==> config.mk <==
export PLATFORM = sky130hd
export DESIGN_NAME = bwt_document_run_distance_flat
export DESIGN_NICKNAME = d
export VERILOG_FILES = /design/src/rtl/bdrd_pkg.sv /design/src/rtl/bdrd_entry_if.sv /design/src/rtl/bdrd_result_if.sv /design/src/rtl/bdrd_cfg.sv /design/src/rtl/bdrd_in_stage.sv /design/src/rtl/bdrd_accum.sv /design/src/rtl/bwt_document_run_distance.sv /design/src/flat_wrapper.sv
export SDC_FILE = /design/constraint.sdc
export NUM_CORES = 1
export LEC_CHECK = 0
export BUFFER_PORTS_ARGS = -buffer_cell sky130_fd_sc_hd__buf_2
export CAP_MARGIN = 20
export CORE_MARGIN = 3
export CORE_UTILIZATION = 40
export CTS_CLUSTER_DIAMETER = 50
export DETAILED_ROUTE_END_ITERATION = 8
export HOLD_SLACK_MARGIN = 0.15
export PLACE_DENSITY_LB_ADDON = 0.12
export SLEW_MARGIN = 40
export SYNTH_ARGS = -nofsm -noshare
export SYNTH_HDL_FRONTEND = slang
export SYNTH_SLANG_ARGS = --single-unit
export TNS_END_PERCENT = 20
==> constraint.sdc <==
create_clock -name clk -period 12.35 [get_ports clk]
set_clock_uncertainty 0.15 [all_clocks]
set_input_delay 1.235 -clock clk [delete_from_list [all_inputs] [get_ports clk]]
set_output_delay 1.235 -clock clk [all_outputs]
set_load 0.05 [all_outputs]
==> src/rtl/bdrd_pkg.sv <==
// shared types and constants for the document run distance block
package bdrd_pkg;

	localparam int DOC_ID_W   = 16;
	localparam int SYM_W      = 8;
	localparam int DIST_W     = 32;
	localparam int SKIP_W     = 32;
	localparam int CFG_DATA_W = 32;
	localparam int CFG_ADDR_W = 4;

	localparam logic [SYM_W-1:0] SYM_HASH = 8'h23;

	localparam logic [DOC_ID_W-1:0] DOC_A_RST = 16'd1;
	localparam logic [DOC_ID_W-1:0] DOC_B_RST = 16'd0;

	typedef enum logic [1:0] {
		OWN_NONE = 2'd0,
		OWN_A    = 2'd1,
		OWN_B    = 2'd2
	} bdrd_owner_t;

	typedef enum logic [1:0] {
		REG_DOC_A  = 2'd0,
		REG_DOC_B  = 2'd1,
		REG_SKIP   = 2'd2,
		REG_DOLLAR = 2'd3
	} bdrd_reg_t;

	typedef struct packed {
		logic [DOC_ID_W-1:0] doc_a;
		logic [DOC_ID_W-1:0] doc_b;
		logic [SKIP_W-1:0]   skip_count;
		logic                dollar_joins_run;
	} bdrd_cfg_t;

	typedef struct packed {
		bdrd_owner_t      who;
		logic [SYM_W-1:0] symbol;
		logic             last;
	} bdrd_item_t;

endpackage

==> src/rtl/bdrd_entry_if.sv <==
// input channel carrying one stream entry per transaction
interface bdrd_entry_if;
	import bdrd_pkg::*;

	logic                valid;
	logic                ready;
	logic [DOC_ID_W-1:0] doc_id;
	logic [SYM_W-1:0]    bwt_symbol;
	logic                last_entry;

	modport source (output valid, doc_id, bwt_symbol, last_entry, input ready);
	modport sink (input valid, doc_id, bwt_symbol, last_entry, output ready);

endinterface

==> src/rtl/bdrd_result_if.sv <==
// output channel carrying both distances per transaction
interface bdrd_result_if;
	import bdrd_pkg::*;

	logic              valid;
	logic              ready;
	logic [DIST_W-1:0] doc_run_distance;
	logic [DIST_W-1:0] bwt_run_distance;

	modport source (output valid, doc_run_distance, bwt_run_distance, input ready);
	modport sink (input valid, doc_run_distance, bwt_run_distance, output ready);

endinterface

==> src/rtl/bdrd_cfg.sv <==
// apb-style configuration register file
module bdrd_cfg (
	input  logic                          clk,
	input  logic                          arst_n,
	input  logic                          psel,
	input  logic                          penable,
	input  logic                          pwrite,
	input  logic [bdrd_pkg::CFG_ADDR_W-1:0] paddr,
	input  logic [bdrd_pkg::CFG_DATA_W-1:0] pwdata,
	output logic [bdrd_pkg::CFG_DATA_W-1:0] prdata,
	output logic                          pready,
	output bdrd_pkg::bdrd_cfg_t           cfg
);
	import bdrd_pkg::*;

	bdrd_cfg_t cfg_q;
	bdrd_reg_t reg_idx;
	logic      wr_en;

	assign reg_idx = bdrd_reg_t'(paddr[CFG_ADDR_W-1:2]);
	assign wr_en   = psel && penable && pwrite && pready;
	assign pready  = 1'b1;
	assign cfg     = cfg_q;

	always_ff @(posedge clk or negedge arst_n) begin
		if (!arst_n) begin
			cfg_q.doc_a            <= DOC_A_RST;
			cfg_q.doc_b            <= DOC_B_RST;
			cfg_q.skip_count       <= '0;
			cfg_q.dollar_joins_run <= 1'b0;
		end else if (wr_en) begin
			case (reg_idx)
				REG_DOC_A:  cfg_q.doc_a            <= pwdata[DOC_ID_W-1:0];
				REG_DOC_B:  cfg_q.doc_b            <= pwdata[DOC_ID_W-1:0];
				REG_SKIP:   cfg_q.skip_count       <= pwdata[SKIP_W-1:0];
				REG_DOLLAR: cfg_q.dollar_joins_run <= pwdata[0];
				default: begin
				end
			endcase
		end
	end

	always_comb begin
		prdata = '0;
		case (reg_idx)
			REG_DOC_A:  prdata = CFG_DATA_W'(cfg_q.doc_a);
			REG_DOC_B:  prdata = CFG_DATA_W'(cfg_q.doc_b);
			REG_SKIP:   prdata = CFG_DATA_W'(cfg_q.skip_count);
			REG_DOLLAR: prdata = CFG_DATA_W'(cfg_q.dollar_joins_run);
			default:    prdata = '0;
		endcase
	end

endmodule

==> src/rtl/bdrd_in_stage.sv <==
// input register: skip counter and document id classification
module bdrd_in_stage #(
	parameter int ID_BITS = 16
) (
	input  logic                 clk,
	input  logic                 arst_n,
	input  bdrd_pkg::bdrd_cfg_t  cfg,
	bdrd_entry_if.sink           entry,
	input  logic                 advance,
	output logic                 valid_s1,
	output bdrd_pkg::bdrd_item_t item_s1
);
	import bdrd_pkg::*;

	localparam int CMP_BITS = (ID_BITS < DOC_ID_W) ? ID_BITS : DOC_ID_W;

	logic [SKIP_W-1:0] position_q;
	logic              accept;
	logic              active;
	bdrd_owner_t       who;

	assign entry.ready = !valid_s1 || advance;
	assign accept      = entry.valid && entry.ready;
	assign active      = position_q >= cfg.skip_count;

	always_comb begin
		who = OWN_NONE;
		if (active) begin
			if (entry.doc_id[CMP_BITS-1:0] == cfg.doc_a[CMP_BITS-1:0]) begin
				who = OWN_A;
			end else if (entry.doc_id[CMP_BITS-1:0] == cfg.doc_b[CMP_BITS-1:0]) begin
				who = OWN_B;
			end
		end
	end

	always_ff @(posedge clk or negedge arst_n) begin
		if (!arst_n) begin
			position_q <= '0;
			valid_s1   <= 1'b0;
		end else begin
			if (accept) begin
				valid_s1 <= 1'b1;
				if (entry.last_entry) begin
					position_q <= '0;
				end else if (position_q != '1) begin
					position_q <= position_q + SKIP_W'(1);
				end
			end else if (advance) begin
				valid_s1 <= 1'b0;
			end
		end
	end

	always_ff @(posedge clk) begin
		if (accept) begin
			item_s1.who    <= who;
			item_s1.symbol <= entry.bwt_symbol;
			item_s1.last   <= entry.last_entry;
		end
	end

endmodule

==> src/rtl/bdrd_accum.sv <==
// run tracking, distance sums and result register
module bdrd_accum #(
	parameter int COUNT_BITS = 32
) (
	input  logic                 clk,
	input  logic                 arst_n,
	input  logic                 dollar_joins_run,
	input  logic                 valid_s1,
	input  bdrd_pkg::bdrd_item_t item_s1,
	output logic                 advance,
	bdrd_result_if.source        result
);
	import bdrd_pkg::*;

	localparam int CB  = COUNT_BITS;
	localparam int OPW = (COUNT_BITS + 1 > DIST_W + 1) ? COUNT_BITS + 1 : DIST_W + 1;

	function automatic logic [DIST_W-1:0] sat_add(
		input logic [DIST_W-1:0] a,
		input logic [OPW-1:0]    b
	);
		logic [DIST_W:0] s;
		s = {1'b0, a} + {1'b0, b[DIST_W-1:0]};
		if (b[OPW-1:DIST_W] != '0 || s[DIST_W]) begin
			sat_add = '1;
		end else begin
			sat_add = s[DIST_W-1:0];
		end
	endfunction

	bdrd_owner_t       owner_q;
	logic [CB-1:0]     len_q;
	logic [DIST_W-1:0] doc_sum_q;
	logic              run_open_q;
	logic [SYM_W-1:0]  prev_sym_q;
	logic              neg_q;
	logic [CB-1:0]     mag_q;
	logic [DIST_W-1:0] sym_sum_q;
	logic              out_valid_q;
	logic [DIST_W-1:0] doc_dist_q;
	logic [DIST_W-1:0] bwt_dist_q;

	logic              take;
	logic              counted;
	logic              change;
	logic              joins;
	logic              new_run;
	logic              up;
	logic [CB-1:0]     len_n;
	logic [CB-1:0]     base_mag;
	logic              base_neg;
	logic [CB-1:0]     mag_n;
	logic              neg_n;
	logic [OPW-1:0]    doc_op;
	logic [OPW-1:0]    sym_op;
	logic [DIST_W-1:0] doc_sum_n;
	logic [DIST_W-1:0] sym_sum_n;

	assign advance = !out_valid_q || result.ready;
	assign take    = advance && valid_s1;

	assign result.valid            = out_valid_q;
	assign result.doc_run_distance = doc_dist_q;
	assign result.bwt_run_distance = bwt_dist_q;

	always_comb begin
		counted = item_s1.who != OWN_NONE;
		change  = counted && (owner_q != item_s1.who);
		up      = item_s1.who == OWN_A;

		if (change) begin
			len_n = CB'(1);
		end else if (counted && len_q != '1) begin
			len_n = len_q + CB'(1);
		end else begin
			len_n = len_q;
		end

		if (change) begin
			doc_op = OPW'(len_q - CB'(1));
		end else if (item_s1.last) begin
			doc_op = OPW'(len_n - CB'(1));
		end else begin
			doc_op = '0;
		end

		joins = run_open_q && (item_s1.symbol == prev_sym_q ||
			(dollar_joins_run && item_s1.symbol == SYM_HASH));
		new_run  = counted && !joins;
		base_mag = new_run ? '0 : mag_q;
		base_neg = new_run ? 1'b0 : neg_q;

		if (!counted) begin
			mag_n = mag_q;
			neg_n = neg_q;
		end else if (base_mag == '0) begin
			mag_n = CB'(1);
			neg_n = !up;
		end else if (base_neg == !up) begin
			mag_n = (base_mag != '1) ? base_mag + CB'(1) : base_mag;
			neg_n = base_neg;
		end else begin
			mag_n = base_mag - CB'(1);
			neg_n = (base_mag == CB'(1)) ? 1'b0 : base_neg;
		end

		if (new_run) begin
			sym_op = OPW'(mag_q) + OPW'(item_s1.last);
		end else if (item_s1.last) begin
			sym_op = OPW'(mag_n);
		end else begin
			sym_op = '0;
		end

		doc_sum_n = sat_add(doc_sum_q, doc_op);
		sym_sum_n = sat_add(sym_sum_q, sym_op);
	end

	always_ff @(posedge clk or negedge arst_n) begin
		if (!arst_n) begin
			owner_q     <= OWN_NONE;
			len_q       <= CB'(1);
			doc_sum_q   <= '0;
			run_open_q  <= 1'b0;
			prev_sym_q  <= '0;
			neg_q       <= 1'b0;
			mag_q       <= '0;
			sym_sum_q   <= '0;
			out_valid_q <= 1'b0;
		end else begin
			if (take && item_s1.last) begin
				out_valid_q <= 1'b1;
			end else if (result.ready) begin
				out_valid_q <= 1'b0;
			end
			if (take) begin
				if (item_s1.last) begin
					owner_q    <= OWN_NONE;
					len_q      <= CB'(1);
					doc_sum_q  <= '0;
					run_open_q <= 1'b0;
					prev_sym_q <= '0;
					neg_q      <= 1'b0;
					mag_q      <= '0;
					sym_sum_q  <= '0;
				end else begin
					owner_q    <= counted ? item_s1.who : owner_q;
					len_q      <= len_n;
					doc_sum_q  <= doc_sum_n;
					run_open_q <= run_open_q || counted;
					prev_sym_q <= new_run ? item_s1.symbol : prev_sym_q;
					neg_q      <= neg_n;
					mag_q      <= mag_n;
					sym_sum_q  <= sym_sum_n;
				end
			end
		end
	end

	always_ff @(posedge clk) begin
		if (take && item_s1.last) begin
			doc_dist_q <= doc_sum_n;
			bwt_dist_q <= sym_sum_n;
		end
	end

endmodule

==> src/rtl/bwt_document_run_distance.sv <==
// top level: document run and bwt run distance between two documents
// the last accepted entry moves from the input register into the result register
// throughput: one entry per cycle unless a held result stalls; the input register
// and run state update stage take one per clock, the result register parts output
// reset: registers take their reset values, run state and skip position clear
// and the block is ready for entries once reset is released
module bwt_document_run_distance #(
	parameter int ID_BITS    = 16,
	parameter int COUNT_BITS = 32
) (
	input  logic                            clk,
	input  logic                            arst_n,
	input  logic                            psel,
	input  logic                            penable,
	input  logic                            pwrite,
	input  logic [bdrd_pkg::CFG_ADDR_W-1:0] paddr,
	input  logic [bdrd_pkg::CFG_DATA_W-1:0] pwdata,
	output logic [bdrd_pkg::CFG_DATA_W-1:0] prdata,
	output logic                            pready,
	bdrd_entry_if.sink                      entry,
	bdrd_result_if.source                   result
);
	import bdrd_pkg::*;

	bdrd_cfg_t  cfg;
	logic       advance;
	logic       valid_s1;
	bdrd_item_t item_s1;

	bdrd_cfg u_cfg (
		.clk     (clk),
		.arst_n  (arst_n),
		.psel    (psel),
		.penable (penable),
		.pwrite  (pwrite),
		.paddr   (paddr),
		.pwdata  (pwdata),
		.prdata  (prdata),
		.pready  (pready),
		.cfg     (cfg)
	);

	bdrd_in_stage #(
		.ID_BITS (ID_BITS)
	) u_in_stage (
		.clk      (clk),
		.arst_n   (arst_n),
		.cfg      (cfg),
		.entry    (entry),
		.advance  (advance),
		.valid_s1 (valid_s1),
		.item_s1  (item_s1)
	);

	bdrd_accum #(
		.COUNT_BITS (COUNT_BITS)
	) u_accum (
		.clk              (clk),
		.arst_n           (arst_n),
		.dollar_joins_run (cfg.dollar_joins_run),
		.valid_s1         (valid_s1),
		.item_s1          (item_s1),
		.advance          (advance),
		.result           (result)
	);

`ifndef SYNTH
	a_last_gives_result: assert property (@(posedge clk) disable iff (!arst_n)
		valid_s1 && item_s1.last && advance |=> result.valid)
		else $error("last entry did not produce a result");

	a_ready_when_empty: assert property (@(posedge clk) disable iff (!arst_n)
		!result.valid |-> entry.ready)
		else $error("input stalled with empty result register");

	a_last_reaches_s1: assert property (@(posedge clk) disable iff (!arst_n)
		entry.valid && entry.ready && entry.last_entry |=> valid_s1 && item_s1.last)
		else $error("accepted last entry missing from input register");
`endif

endmodule
==> src/flat_wrapper.sv <==
// flat-port wrapper written by rule: the top's interface ports become plain ports
module bwt_document_run_distance_flat import bdrd_pkg::*;
#(
	parameter int ID_BITS    = 16,
	parameter int COUNT_BITS = 32
)
  (clk, arst_n, psel, penable, pwrite, paddr, pwdata, prdata, pready, entry_valid, entry_doc_id, entry_bwt_symbol, entry_last_entry, entry_ready, result_valid, result_doc_run_distance, result_bwt_run_distance, result_ready);
  bdrd_entry_if entry_i ();
  bdrd_result_if result_i ();
  input  logic clk;
  input  logic arst_n;
  input  logic psel;
  input  logic penable;
  input  logic pwrite;
  input  logic [bdrd_pkg::CFG_ADDR_W-1:0] paddr;
  input  logic [bdrd_pkg::CFG_DATA_W-1:0] pwdata;
  output logic [bdrd_pkg::CFG_DATA_W-1:0] prdata;
  output logic pready;
  input wire logic [$bits(entry_i.valid)-1:0] entry_valid;
  input wire logic [$bits(entry_i.doc_id)-1:0] entry_doc_id;
  input wire logic [$bits(entry_i.bwt_symbol)-1:0] entry_bwt_symbol;
  input wire logic [$bits(entry_i.last_entry)-1:0] entry_last_entry;
  output wire logic [$bits(entry_i.ready)-1:0] entry_ready;
  output wire logic [$bits(result_i.valid)-1:0] result_valid;
  output wire logic [$bits(result_i.doc_run_distance)-1:0] result_doc_run_distance;
  output wire logic [$bits(result_i.bwt_run_distance)-1:0] result_bwt_run_distance;
  input wire logic [$bits(result_i.ready)-1:0] result_ready;
  assign entry_i.valid = entry_valid;
  assign entry_i.doc_id = entry_doc_id;
  assign entry_i.bwt_symbol = entry_bwt_symbol;
  assign entry_i.last_entry = entry_last_entry;
  assign entry_ready = entry_i.ready;
  assign result_valid = result_i.valid;
  assign result_doc_run_distance = result_i.doc_run_distance;
  assign result_bwt_run_distance = result_i.bwt_run_distance;
  assign result_i.ready = result_ready;
  bwt_document_run_distance #(.ID_BITS(ID_BITS), .COUNT_BITS(COUNT_BITS)) u_core (.clk(clk), .arst_n(arst_n), .psel(psel), .penable(penable), .pwrite(pwrite), .paddr(paddr), .pwdata(pwdata), .prdata(prdata), .pready(pready), .entry(entry_i), .result(result_i));
endmodule
==> impl_results.md <==
- Status: completed
- Hold Vio Cnt, Final: 0
- Syn nets: 2774
- Post-synth ARST share: 76.1%
- VDD IR-drop max: 0.110 mV
- Die H: 242 um
- Leak: 11.3 nW
- ANT nets after route: 0
- Max Freq: 0.117 GHz
- Port-buffer cells: 163
- # rows: 86
- Avg Cell Area, Syn: 8.60 sq um
- R2R setup slack: 3.79 ns
- Reg clk slew, reported paths: 0.06 ns
- Most used DFF post-synth: dfrtp_1
- Post-CTS Hold Buffers: 0
- IO Count: 167
- Max-slew violations: 0
- CP endpoint kind: register
- Number of max-cap violations: 0
- Slowest CP cell: or4_1
- Area delta synth->final: 13.7%
- Routed WL: 69.7 mm
- Layout Nets: 2845
- Final Total Pwr: 4.35 mW
- CTS tree: done
- Clock Path Buffers: 3
- DR vias/cell: 5.87
- Place WS: 3.89 ns
- Yosys top cell area share: 26.5%
- Post-CTS sizing: 0
- Worst EP required: 12.50 ns
- Routability cong.: 0.919
- Hold_sp: u_core.u_accum.doc_sum_q[11]
- Gr usage total: 23.1%
- Total number of yosys warnings: 0
- CP Data Arrival Time: 8.72 ns
- CTS root buffer: clkbuf_16
- RSZ-0062 raised after global routing: false
- Sequential share of the synthesized area: 36.8%
- Non-filler cells, final: 3459
- Share of cells above drive strength 1: 13.2%
- Worst-Skew Late Latency: 0.59 ns
- Worst Hold Endpoint: u_core.u_accum.doc_sum_q[11]
- Number of global-route vias before repair: 19429
- Worst r2r src: u_core.u_accum.len_q[6]
- CORE AREA: 55200 sq um
- Initial antenna violation count: 2
- Hold WC Path Type: register to register
- Placed cells: 3368
- Yosys cell types: 90
- Initial Util: 40.5%
- DR iter-0 viols: 1839
- Most frequent cells in the layout: nand2_1 (297), dfrtp_1 (237), o21ai_0 (205)
- Setup_tns: 0 ns
- DRC Markers: 0
- Worst-Margin Slew: 0.908 ns
- Crit Path Max Fanout: 15
- WS Path Type: register to register
- CP peak stage delay: 0.72 ns
- First-pass GRT wire length: 110 mm
- Vias: 20316
- Syn Std Cell Area: 22400 sq um
- DIE AREA: 58800 sq um
- DIE WIDTH: 242 um
- Gate Count Post-Synth: 2600
- Post-CTS setup buffer count: 0
- Most common cell after layout, fill and taps aside: nand2_1
- Top post-synthesis cells by area: dfrtp_1 (27%), edfxtp_1 (10%), ha_1 (5.8%)
- EDFF count, synth: 75
- Largest net degree at the start of global routing: 81
- Yosys top cell by area: dfrtp_1
- Slew margin rel.: 39.2%
- Drt first pass iters: 8
- Setup violations, final: 0
- Clock H-tree levels: 2
- Startpoint types: register
- Grt ovf: 0
- Final Worst Setup Slack: 3.79 ns
- Reg-to-Reg End: u_core.u_accum.result.doc_run_distance[31]
- Cells on worst reg2reg path: 26
- Pwr/cell area: 171 nW/um^2
- CTS Sinks: 314
- DPL Wire Length: 48.5 mm
- Worst Hold Depth: 2
- Routed len/inst: 20.1 um
- Final period util: 69.3%
- #FFs+latches synth: 314
- CTS buffer count: 49
- Final min period: 8.56 ns
-- layout make-up --
class / count / area [sq um]
Clock buffer: 55 / 1280
Tap cell: 748 / 936
Multi-Input combinational cell: 2032 / 13200
Fill cell: 5394 / 29800
Timing Repair Buffer: 191 / 1050
Inverter: 83 / 312
Clock inverter: 35 / 394
Antenna cell: 1 / 2.50
Sequential cell: 314 / 8240
-- stage by stage --
stage	area (sq um)	util (%)	hold WS [ns]
2_1_floorplan	22400	-	0.295
4_1_cts	25400	46.0	0.326
6_report	25400	46.0	0.325
5_1_grt	25400	46.0	0.346
3_5_place_dp	23700	43.0	0.313
3_3_place_gp	23700	42.9	0.312
-- critical path: cells and delay by family, from the launching register on --
| family | cells | cell delay (ns) |
|---|---|---|
| adder cells (fa/ha/maj) | 2 | 0.64 |
| XOR/XNOR | 3 | 0.48 |
| flip-flops | 1 | 0.62 |
| buffers and inverters | 2 | 0.35 |
| AO/OA/AOI/OAI | 10 | 3.25 |
| AND/OR/NAND/NOR | 9 | 2.80 |
-- layer usage --
| layer | up-vias | part of all wire (%) | GRT usage [%] |
|---|---|---|---|
| met5 | - | 0.024 | 0 |
| met4 | 2 | 2.6 | 6.59 |
| met3 | 126 | 6.9 | 4.31 |
| met2 | 726 | 45 | 36.3 |
| met1 | 9813 | 46 | 32.6 |
| li1 | 9649 | - | - |
-- report_power, final --
| part | switching (mW) | leakage (nW) | internal [mW] |
|---|---|---|---|
| clock | 0.559 | 0.797 | 0.866 |
| combinational | 0.948 | 6.61 | 0.530 |
| sequential | 0.164 | 3.87 | 1.29 |
-- how the worst max path moves through the flow --
stage,from,endpoint,slack [ns],cells past startpoint
3_3_place_gp,u_core.u_accum.len_q[6],u_core.u_accum.doc_sum_q[25],3.92,26
6_report,u_core.u_accum.len_q[6],u_core.u_accum.result.doc_run_distance[31],3.79,26
2_1_floorplan,u_core.u_in_stage.item_s1[3],u_core.u_accum.sym_sum_q[16],4.68,30
4_1_cts,u_core.u_accum.len_q[6],u_core.u_accum.result.doc_run_distance[31],3.86,26
5_1_grt,u_core.u_accum.len_q[6],u_core.u_accum.result.doc_run_distance[31],3.17,26
3_5_place_dp,u_core.u_accum.len_q[6],u_core.u_accum.result.doc_run_distance[31],3.89,26
-- sequential cells by signal, indices dropped and copies added (netlist names) --
signal                                  flops
u_core.u_in_stage.position_q               32
u_core.u_accum.len_q                       32
u_core.u_accum.result.bwt_run_distance     32
u_core.u_accum.result.valid                 1
u_core.u_accum.run_open_q                   1
u_core.u_accum.doc_sum_q                   32
u_core.u_accum.neg_q                        1
u_core.u_cfg.cfg                           65
u_core.u_in_stage.valid_s1                  1
u_core.u_accum.prev_sym_q                   8
u_core.u_accum.sym_sum_q                   32
u_core.u_accum.owner_q                      2
u_core.u_in_stage.item_s1                  11
u_core.u_accum.result.doc_run_distance     32
u_core.u_accum.mag_q                       32
-- cell families after synthesis --
kind of cell	synth area share, %
other	0.0168
AOI/OAI and AO/OA	21.4
and+or+nand+nor	20.5
DFF	36.8
buffers and inverters	4.46
muxes	3.11
xor gates and xnor gates	7.64
adders and majority gates	6.00
-- Yosys cell counts (all sizes together) (19+ instances only) --
cell type / n
nand2: 298
dfrtp: 237
o21ai: 211
nor2: 192
clkbuf: 143
a21oi: 134
xnor2: 112
ha: 104
nand3: 97
inv: 83
xor2: 83
edfxtp: 75
a21o: 66
a22o: 61
nand4: 55
nor3: 49
nor4: 40
o22ai: 38
or3: 37
and3: 36
and2: 34
mux2: 34
mux2i: 29
buf: 28
a31oi: 26
o21a: 21
o31ai: 20
a22oi: 19
Power figures use the tool's default switching activity.
